<file path="src/esd_pkg.sv">
`default_nettype none
package esd_pkg;

  // Default operand width
  localparam int unsigned DATA_WIDTH_DEF = 32;

  // Per-transaction side information that travels with the data down the pipe
  typedef struct packed {
    logic dvd_neg;   // dividend was negative
    logic dvs_neg;   // divisor was negative
    logic dvs_zero;  // divisor was zero
  } esd_ctl_t;

endpackage
`default_nettype wire

</file>
<file path="src/esd_step.sv">
`default_nettype none
// One restoring-division stage: resolves one quotient bit per transaction.
module esd_step #(
  parameter int unsigned DATA_WIDTH = esd_pkg::DATA_WIDTH_DEF
) (
  input  wire logic                      clk,
  input  wire logic                      rst_n,
  input  wire logic                      en,
  input  wire logic                      in_valid,
  input  wire esd_pkg::esd_ctl_t         in_ctl,
  input  wire logic [2*DATA_WIDTH-1:0]   in_rq,
  input  wire logic [DATA_WIDTH-1:0]     in_dvs,
  output logic                           out_valid,
  output esd_pkg::esd_ctl_t              out_ctl,
  output logic [2*DATA_WIDTH-1:0]        out_rq,
  output logic [DATA_WIDTH-1:0]          out_dvs
);

  localparam int unsigned W = DATA_WIDTH;

  logic                  valid_r;
  esd_pkg::esd_ctl_t     ctl_r;
  logic [2*W-1:0]        rq_r;
  logic [2*W-1:0]        rq_nxt;
  logic [W-1:0]          dvs_r;
  logic [W:0]            trial;
  logic [W:0]            diff;

  // Shift in the next dividend bit and try a subtract
  always_comb begin
    trial = {in_rq[2*W-1:W], in_rq[W-1]};
    diff  = trial - {1'b0, in_dvs};
    if (!diff[W]) begin
      rq_nxt = {diff[W-1:0], in_rq[W-2:0], 1'b1};
    end else begin
      rq_nxt = {trial[W-1:0], in_rq[W-2:0], 1'b0};
    end
  end

  // Advance the stage when the pipe moves
  always_ff @(posedge clk) begin
    if (!rst_n) begin
      valid_r <= 1'b0;
    end else if (en) begin
      valid_r <= in_valid;
    end
  end

  always_ff @(posedge clk) begin
    if (en) begin
      ctl_r <= in_ctl;
      rq_r  <= rq_nxt;
      dvs_r <= in_dvs;
    end
  end

  assign out_valid = valid_r;
  assign out_ctl   = ctl_r;
  assign out_rq    = rq_r;
  assign out_dvs   = dvs_r;

endmodule
`default_nettype wire

</file>
<file path="config.mk">
export PLATFORM = sky130hd
export DESIGN_NAME = esd_step
export DESIGN_NICKNAME = d
export VERILOG_FILES = /design/src/esd_pkg.sv /design/src/esd_step.sv
export SDC_FILE = /design/constraint.sdc
export NUM_CORES = 1
export LEC_CHECK = 0
export ABC_AREA = 1
export ABC_CLOCK_PERIOD_IN_PS = 2760
export BUFFER_PORTS_ARGS = -buffer_cell sky130_fd_sc_hd__buf_2
export CORE_MARGIN = 4
export CORE_UTILIZATION = 24
export DETAILED_ROUTE_END_ITERATION = 8
export GPL_ROUTABILITY_DRIVEN = 0
export SLEW_MARGIN = 20
export SYNTH_ARGS = -nofsm -noshare
export SYNTH_HDL_FRONTEND = slang
export SYNTH_SLANG_ARGS = --single-unit
</file>
<file path="constraint.sdc">
create_clock -name clk -period 2.76 [get_ports clk]
set_input_delay 0.552 -clock clk [delete_from_list [all_inputs] [get_ports clk]]
set_output_delay 0.552 -clock clk [all_outputs]
set_load 0.03 [all_outputs]
</file>
==> summary.md <==
| Metric | Value |
|---|---|
| Critical Path Slowest Stage Cell | fa_1 |
| Detailed Routing Iterations Pass 1 | 5 |
| Starting DRC count in detailed routing | 312 |
| Min-Delay Path Class | input port to flop |
| Fin. Hold Viols | 0 |
| Register Area | around 3000 sq um |
| Fin nets | 1132 |
| Filler cells | 2691 |
| CTS tree | yes |
| Clk Tree Root Cell | clkbuf_16 |
| Final period util | 0.869 |
| Syn Nets | 919 |
| Post-route DRC | 0 |
| Die H | about 170 um |
| Max Freq | between 400 and 500 MHz |
| Multi-input gate area | around 2500 sq um |
| Io pins | 203 |
| CTS resizes | 0 |
| Port Buf Inserts | 202 |
| Synthesized area | 6160 sq um |
| P per Cell Area | 566 nW/um^2 |
| Worst reg2reg startpoint | out_valid |
| Clock-pin slew on the worst setup and hold paths | 0.08 ns |
| Synthesis-to-layout area growth | 27.9% |
| Final ANT Viol Nets | 0 |
| Largest net degree at the start of global routing | 53 |
| Type of the worst setup path | input port to flop |
| Layout Utilization | 0.313 |
| Total track usage | 0.126 |
| Maxcap violations | 0 |
| Critical path cell sequence | buf_2 > inv_1 > ha_1 > fa_1 > inv_1 > nand2_1 > nand2_1 > nand3_1 > nand2_2 > nand2_1 > nand2_2 > nand2_2 > nand3_1 > nand2_4 > nand2_1 > nand2_1 |
| Status | finished clean |
| Reg2reg end | out_valid |
| CP Data Required Time | 2.87 ns |
| Unrepaired setup endpoints after global routing | no |
| R2R cell count | 2 |
| Post-CTS Hold Fix Bufs | 0 |
| Commonest non-fill, non-tap cells in the layout | nand2_1 (333), buf_2 (201), inv_1 (156) |
| Clock skew | 0 ns |
| Rows | slightly below 60 |
| Drt via density | 4.11 |
| Layout cell share with drive strength beyond 1 | 0.239 |
| Startpoint Class | input port |
| Vias in the first global route | 5200 |
| Ranking of synthesized cells by area | edfxtp_1 (48%), nand2_1 (20%), inv_1 (9.5%) |
| Post-layout min period | 2.40 ns |
| CTS max path bufs | 2 |
| Initial cell density of the core | 0.245 |
| TritonCTS buffer count | 9 |
| CP top delay family | simple AND/OR/NAND/NOR gates |
| Synth Warn # | 0 |
| Placed cell areas | about 7600 sq um |
| Distinct cells, synth | 27 |
| Clock sink total | 100 |
| Max-slew headroom | 0.681 |
| CP max stage delay | ~0.42 ns |
| GRT overflow | 0 |
| Worst VDD drop | 0.229 mV |
| Clk Latency, worst-skew pair | approximately 0.36 ns |
| Final instance area | 7880 sq um |
| Reg2reg setup slack | 2.10 ns |
| Total power | 4.46 mW |
| Worst slew pin tran | 0.479 ns |
| Core area | around 25000 sq um |
| Final Max Tran Viols | 0 |
| H-tree depth | 3 |
| CP most frequent cell | nand2_1 |
| Die X-Extent | 168 um |
| Setup violations, final | 0 |
| Post-synth top flop | edfxtp_1 |
| Wire per inst | 13.9 um |
| Syn_area_per_cell | just under 8 sq um |
| Register bit total from synthesis | 100 |
| Synth async-reset ratio | 0 |
| Cells after Synth | 783 |
| Worst setup path start | in_rq[31] |
| EDFF count, synth | 99 |
| CP Capture Point | out_rq[48] |
| Post-synthesis sequential area ratio | 0.486 |
| Crit path buffers/inverters | 3 |
| CP Capture Type | flop |
| Worst path depth | 16 |
| Commonest non-fill, non-tap cell in the layout | nand2_1 |
| Yosys top cell by area | edfxtp_1 |
| Initial antenna violation count | 4 |
| Sum Neg Setup Slack | 0 ns |
| First-pass GRT wire length | 28100 um |
| CP Max Fanout | 33 |
| Area share of the largest cell type after synthesis | 0.483 |
| Die ar. | roughly 28000 sq um |
| Data arrival, critical path | 2.51 ns |
| Pleak | 4.24 nW |
| DP Wirelength | ~15000 um |
| Setup bufs post-CTS | 0 |
| DRT Wirelength | ~18000 um |
| Vias | between 5000 and 6000 |
| Final hold slack | 0.359 ns |
-- flip-flops by register name, summed over array words and instances, names as in the netlist --
signal / flops
out_rq: 64
out_dvs: 32
out_ctl: 3
out_valid: 1
-- per-stage QoR --
stage                     cells  worst slack, ns
after floorplan             783            0.357
after global placement     1315           0.0792
after detailed placement   1315          -0.0390
after CTS                  1331            0.337
after global routing       1332            0.153
final                      1332            0.362
-- worst min path at each step --
stage	slack [ns]	to	from	depth (start not counted)
global route	0.34	out_rq[29]	in_rq[28]	1
detailed placement	0.55	out_valid	out_valid	2
CTS	0.35	out_rq[10]	in_rq[9]	1
finish	0.36	out_rq[10]	in_rq[9]	1
floorplan	0.65	out_valid	en	1
global placement	0.52	out_valid	out_valid	2
-- power by group --
part	total, mW	internal (mW)	switching (mW)
combinational	1.30	0.392	0.912
sequential	1.89	1.85	0.0310
clock	1.27	0.633	0.635
-- synthesized netlist by cell type, drive strengths merged (4+ instances only) --
cell type	instances
nand4	8
o21bai	7
edfxtp	99
and2	4
ha	32
nor3	6
xor2	14
nor2	39
nand3	31
buf	6
inv	158
nand2	343
a21oi	27
-- layout make-up --
cell class,count,share of cell area
repair buffers,208,0.136
diodes,1,0.000318
well taps,330,0.0524
flip-flops and latches,100,0.380
clock inverters,6,0.00731
inverters,158,0.0753
multi-input cells,519,0.320
clock buffers,10,0.0291
-- routing by layer --
layer  vias up  track usage  part of all wire
met3        19       0.0430             0.084
met5         -            0            0.0016
li1       2855            -                 -
met2       169        0.210              0.46
met4         6       0.0286             0.011
met1      2431        0.159              0.45
-- logic make-up after synthesis --
kind of cell | Yosys count | synth area share
buffers and inverters | 164 | 0.105
adders and majority gates | 33 | 0.0683
DFF | 100 | 0.486
AOI/OAI and AO/OA | 35 | 0.0325
xor gates and xnor gates | 15 | 0.0213
and+or+nand+nor | 436 | 0.287
Power figures use the tool's default switching activity.
