[config.mk]
export PLATFORM = sky130hd
export DESIGN_NAME = esd_fixup
export DESIGN_NICKNAME = d
export VERILOG_FILES = /design/src/esd_pkg.sv /design/src/esd_fixup.sv
export SDC_FILE = /design/constraint.sdc
export NUM_CORES = 1
export LEC_CHECK = 0
export BUFFER_PORTS_ARGS = -buffer_cell sky130_fd_sc_hd__buf_2
export CAP_MARGIN = 30
export CORE_MARGIN = 4
export CORE_UTILIZATION = 55
export CTS_CLUSTER_DIAMETER = 80
export DETAILED_ROUTE_END_ITERATION = 6
export GPL_TIMING_DRIVEN = 0
export PLACE_DENSITY_LB_ADDON = 0.1
export SLEW_MARGIN = 20
export SYNTH_ARGS = -nofsm -noshare
export SYNTH_HDL_FRONTEND = slang
export SYNTH_SLANG_ARGS = --single-unit
[constraint.sdc]
create_clock -name clk -period 4.6 [get_ports clk]
set_input_delay 0.92 -clock clk [delete_from_list [all_inputs] [get_ports clk]]
set_output_delay 0.92 -clock clk [all_outputs]
set_load 0.02 [all_outputs]
[src/esd_pkg.sv]
`default_nettype none
package esd_pkg;

  // Default operand width
  localparam int unsigned DATA_WIDTH_DEF = 32;

  // Per-transaction side information that travels with the data down the pipe
  typedef struct packed {
    logic dvd_neg;   // dividend was negative
    logic dvs_neg;   // divisor was negative
    logic dvs_zero;  // divisor was zero
  } esd_ctl_t;

endpackage
`default_nettype wire

[src/esd_fixup.sv]
`default_nettype none
// Euclidean correction, flags and sign restore over two register stages.
module esd_fixup #(
  parameter int unsigned DATA_WIDTH = esd_pkg::DATA_WIDTH_DEF
) (
  input  wire logic                        clk,
  input  wire logic                        rst_n,
  input  wire logic                        en,
  input  wire logic                        in_valid,
  input  wire esd_pkg::esd_ctl_t           in_ctl,
  input  wire logic [2*DATA_WIDTH-1:0]     in_rq,
  input  wire logic [DATA_WIDTH-1:0]       in_dvs,
  output logic                             out_valid,
  output logic signed [DATA_WIDTH-1:0]     out_quotient,
  output logic [DATA_WIDTH-2:0]            out_remainder,
  output logic                             out_divide_by_zero,
  output logic                             out_overflow
);

  localparam int unsigned W = DATA_WIDTH;

  // Correction stage
  logic          adj;
  logic [W-1:0]  qm;
  logic [W-1:0]  rm;
  logic [W-1:0]  qmag_nxt;
  logic [W-1:0]  rem_nxt;
  logic          qneg_nxt;
  logic          valid_a_r;
  logic [W-1:0]  qmag_r;
  logic [W-1:0]  rem_r;
  logic          qneg_r;
  logic          dbz_r;
  logic          ovf_r;

  // Output stage
  logic          valid_b_r;
  logic [W-1:0]  quo_nxt;
  logic [W-1:0]  quo_r;
  logic [W-2:0]  remo_r;
  logic          dbz_b_r;
  logic          ovf_b_r;

  // Step a negative dividend's result up so the remainder is non-negative
  always_comb begin
    qm       = in_rq[W-1:0];
    rm       = in_rq[2*W-1:W];
    adj      = in_ctl.dvd_neg && (rm != '0);
    qmag_nxt = adj ? qm + 1'b1 : qm;
    rem_nxt  = adj ? in_dvs - rm : rm;
    qneg_nxt = (in_ctl.dvd_neg != in_ctl.dvs_neg) && (qmag_nxt != '0);
  end

  always_ff @(posedge clk) begin
    if (!rst_n) begin
      valid_a_r <= 1'b0;
      valid_b_r <= 1'b0;
    end else if (en) begin
      valid_a_r <= in_valid;
      valid_b_r <= valid_a_r;
    end
  end

  always_ff @(posedge clk) begin
    if (en) begin
      qmag_r <= qmag_nxt;
      rem_r  <= rem_nxt;
      qneg_r <= qneg_nxt;
      dbz_r  <= in_ctl.dvs_zero;
      // A positive quotient of the sign-bit weight does not fit
      ovf_r  <= !in_ctl.dvs_zero && !qneg_nxt && qmag_nxt[W-1];
    end
  end

  // Restore the sign and drop flagged results to zero
  always_comb begin
    if (dbz_r || ovf_r) begin
      quo_nxt = '0;
    end else if (qneg_r) begin
      quo_nxt = ~qmag_r + 1'b1;
    end else begin
      quo_nxt = qmag_r;
    end
  end

  always_ff @(posedge clk) begin
    if (en) begin
      quo_r   <= quo_nxt;
      remo_r  <= (dbz_r || ovf_r) ? '0 : rem_r[W-2:0];
      dbz_b_r <= dbz_r;
      ovf_b_r <= ovf_r;
    end
  end

  assign out_valid          = valid_b_r;
  assign out_quotient       = quo_r;
  assign out_remainder      = remo_r;
  assign out_divide_by_zero = dbz_b_r;
  assign out_overflow       = ovf_b_r;

endmodule
`default_nettype wire

==> results by stage <==
Yosys:
- In this run the mean area of a mapped cell was 10.3 µm².
- The synthesized netlist net count is slightly above 900.
- After synthesis, the cell types taking the most area are edfxtp_1 (49%), ha_1 (5.0%), xor2_1 (4.8%).
- For this run, asynchronously set or reset flops after synthesis account for 0%.
- Yosys printed 0 warnings.
- The share of the synthesized area in the top cell type is 49.0%.
- The number of register bits inferred by synthesis is about 130.
- Counting flops with a built-in enable in the synthesized netlist gives 131.
- The share of synthesized area occupied by flip-flops and latches is 49.5%.
- Yosys mapped the design onto 65 distinct sky130hd cell types.
- In the synthesized netlist the dominant register cell turns out to be edfxtp_1.
- The number of instances in the synthesized netlist is ~780.
- Of all cell types, the one taking the most synthesized area is edfxtp_1.
- The netlist area before placement is 8030 µm².

Power and ir drop:
- The net switching power is 901 µW.
- The share of total power in sequential cells is between 40% and 50%.
- The design internal power is 2380 µW.
- The leakage power summed over all cells is 0.00405 µW.
- The switching portion of total power is about 27%.
- In this run the power density over the cells is around 340 nW/µm².
- The combinational fraction of design power is 18.4%.
- Per report_power, the clock group accounts for 35.8% of the total.
- The maximum ir drop on the vdd rail is 255 µV.

Critical path:
- The largest fanout on the critical path is 4.
- The largest single stage delay on the critical path is 0.64 ns.
- By instance count, the cell type seen most on the critical path is inv_1.
- The slowest stage of the critical path is the o31ai_1 cell.
- The critical path in this run is classified as in2reg.
- The capturing element type of the critical path is a register.
- STA classifies the critical path startpoint as an input port.
- The number of buffer and inverter stages on the critical path is 3.
- STA puts the critical path data required time at 4.86 ns.
- The arrival time reported for the critical path endpoint is approximately 4.1 ns.
- The family of cells with the greatest summed delay on the critical path is compound AO/OA/AOI/OAI gates.
- The signal on the critical path passes through buf_2 > inv_1 > ha_1 > inv_1 > fa_1 > a21oi_1 > o22ai_1 > o31ai_1 > o2111ai_1 > nand3_1 > nand2b_1 > a21o_1 > a2111o_1 > o211ai_1.

Cells and area:
- The final layout contains 1097 nets.
- With fillers left out, the area of the finished cells amounts to 9640 µm².
- The share of post-route cells with drive strength above 1 is about 22%.
- The multi-input combinational cell area is ~3800 µm².
- The total of fill cells in the finished design is 1155.
- The finished layout holds 1157 standard cells, fillers aside.
- The area taken by flip-flops and latches is 3970 µm².
- From synthesis to final layout, the design area changed by 20.0%.

Timing:
- The worst path uses 83.3% of the clock period.
- Setup repair after global routing left no endpoint under its margin.
- The tightest hold margin is 0.482 ns.
- The final hold violation count is 0.
- The transition time at the pin with the least slew margin is 0.718 ns.
- Measured against its own limit, the worst slew margin works out to 51.7%.
- Setup violations remaining at the end of the flow were counted as 0.
- The accumulated negative setup slack is 0 ns.
- Static timing analysis puts the maximum clock frequency at 261 MHz.
- Clock skew on the completed layout was measured at around 0.0063 ns.
- The final critical path time including I/O delays and setup is 3.83 ns.
- The number of max-slew violations in the final report is 0.

Routing:
- Using the TritonRoute via totals, the vias-per-cell ratio works out to about 5.5.
- The total met3 wirelength after detailed routing is 1160 µm.
- The detailed router placed between 6000 and 7000 vias in this run.
- The remaining antenna violation count after routing is 0.
- The detailed-routed wire length on met2 is 9670 µm.
- After detailed routing, the number of remaining DRC violations is 0.
- After detailed routing, the average wire length per cell comes to 16.3 µm.
- The detailed router put a total of 7540 µm of wire on met1.
- In this run, the number of DRC markers left after iteration 0 of detailed routing was 448.
- The highest routed metal layer is met5.
- The routed design has 18900 µm of wire.
- Before antenna repair, the detailed router went through 5 iterations.

Floorplan:
- The total area inside the core boundary comes to 14100 µm².
- 169 I/O pins were placed.
- The die is 129 µm tall.
- The floorplan has 43 rows.
- The initial core utilization is 57.0%.
- The horizontal die dimension is 129 µm.
- The area enclosed by the die boundary is 16600 µm².

Status:
- The flow ran to the end, and the final reports show no timing, DRC or antenna violations.

Clock network:
- Clock-pin slew was measured on the worst setup and hold paths at 0.06 ns.
- The number of cells upsized or downsized after cts is 0.
- The library cell used as clock root buffer is clkbuf_16.
- The clock net sink count is 133.
- The cts-stage hold buffer count is 0.
- The number of setup buffers added after CTS is 0.
- The worst-skew pair later-pin latency is 0.42 ns.
- The H-tree was split into 4 levels.
- TritonCTS built the clock tree.
- In this run, CTS created clock tree buffers numbering 17.
- The buffer levels on the longest clock path is 2.

Global route:
- The number of antenna violations at the first check in global routing was 5.
- Across every metal layer, demand over resource in global routing totals roughly 23%.
- Global routing finished with a remaining overflow of 0.
- Entering global routing, the biggest net connects 73 pins.
- The first global-routing pass estimated 29500 µm of wire.
- The via count of the first global-routing pass is ~6100.

Placed design:
- The number of port buffers is 165.
- The cell area after placement is ~9000 µm².
- The half-perimeter wire length after placement is 14700 µm.
- The placer congestion estimate is 0.951.
- The number of cells after detailed placement is 1122.

Run:
- The max-cap violation count is 0.

Hold path:
- The tightest min-delay check is of the reg2reg type.
==> per-layer routing <==
metal | track usage, % | vias to the layer above
met3 | 5.73 | 38
met1 | 27.1 | 2947
li1 | - | 3195
met5 | 0 | -
met4 | 9.82 | 4
met2 | 39.5 | 189
==> cell families after synthesis <==
logic type | after synthesis | share of synthesized area [%]
flip-flops | 133 | 49.5
adder cells (fa/ha/maj) | 33 | 5.24
XOR/XNOR | 85 | 9.27
AO/OA/AOI/OAI | 150 | 12.5
AND/OR/NAND/NOR | 291 | 19.0
multiplexers | 7 | 0.904
buffers and inverters | 77 | 3.66
==> cells in the mapped netlist (4+ instances only) <==
library cell  number
o41ai_1            5
nand4_1            6
and4_1             5
a211o_1            4
nor2_1            65
clkbuf_1          21
xor2_1            44
a211oi_1           5
xnor2_1           41
nand2b_1          11
o31ai_1           13
mux2i_1            5
or2_2              4
nor4_1             8
buf_2              4
nor3_1            13
o21ai_0           44
ha_1              32
or3_1              7
nand3_1           24
nor2b_1            8
and2_1            34
a31oi_1            6
nor4_2             4
nand2_1           75
inv_1             51
a21o_1            11
a21oi_1           25
and3_1             6
or4_1              4
a22oi_1            4
o211ai_1           5
edfxtp_1         131
nor3b_1            5
==> placed cells by master (no fill, tap or decap), drive strengths merged, types with 32 or more instances in the layout <==
cell type,Yosys,layout
buf,5,171
edfxtp,131,131
nand2,75,75
nor2,65,65
inv,51,53
o21ai,46,46
xor2,44,44
xnor2,41,41
clkbuf,21,39
and2,35,35
ha,32,32
==> registers in the layout, summed over array words and instances (netlist names) <==
signal / cells
out_remainder: 31
out_overflow: 1
dbz_r: 1
qmag_r: 32
qneg_r: 1
rem_r: 31
out_valid: 1
valid_a_r: 1
out_quotient: 32
out_divide_by_zero: 1
ovf_r: 1
==> metrics by stage <==
step | utilization [%] | power, µW | setup WS, ns
6_report | 68.4 | 3280 | 0.767
5_1_grt | 68.4 | 3430 | 0.696
4_1_cts | 68.3 | 3300 | 0.807
3_5_place_dp | 64.6 | 2120 | 0.371
3_3_place_gp | 64.4 | 2110 | 0.410
2_1_floorplan | - | 1910 | 1.13
==> power by group through the flow <==
stage          Combinational (µW)  Clock [µW]  Sequential, µW
5_1_grt                       668        1250            1510
6_report                      602        1170            1500
2_1_floorplan                 340           0            1570
4_1_cts                       602        1190            1500
3_5_place_dp                  599           0            1530
3_3_place_gp                  586           0            1530
==> path summary, 6_finish.rpt <==
check / slack (ns) / depth (start not counted) / end / startpoint
hold / removal: 0.48 / 0 / out_divide_by_zero / dbz_r
hold reg to reg: 0.48 / 0 / out_divide_by_zero / dbz_r
setup / recovery: 0.77 / 14 / rem_r[24] / in_dvs[0]
setup reg to reg: 1.88 / 10 / out_quotient[28] / qmag_r[1]
==> layout make-up <==
class | instances | share of cell area [%]
Antenna cell | 3 | 0.0779
Buffer | 26 | 1.06
Clock buffer | 18 | 4.45
Clock inverter | 14 | 0.896
Inverter | 51 | 1.99
Multi-Input combinational cell | 566 | 39.0
Sequential cell | 133 | 41.2
Tap cell | 180 | 2.34
Timing Repair Buffer | 166 | 8.92
(Power assumes the default switching activity.)
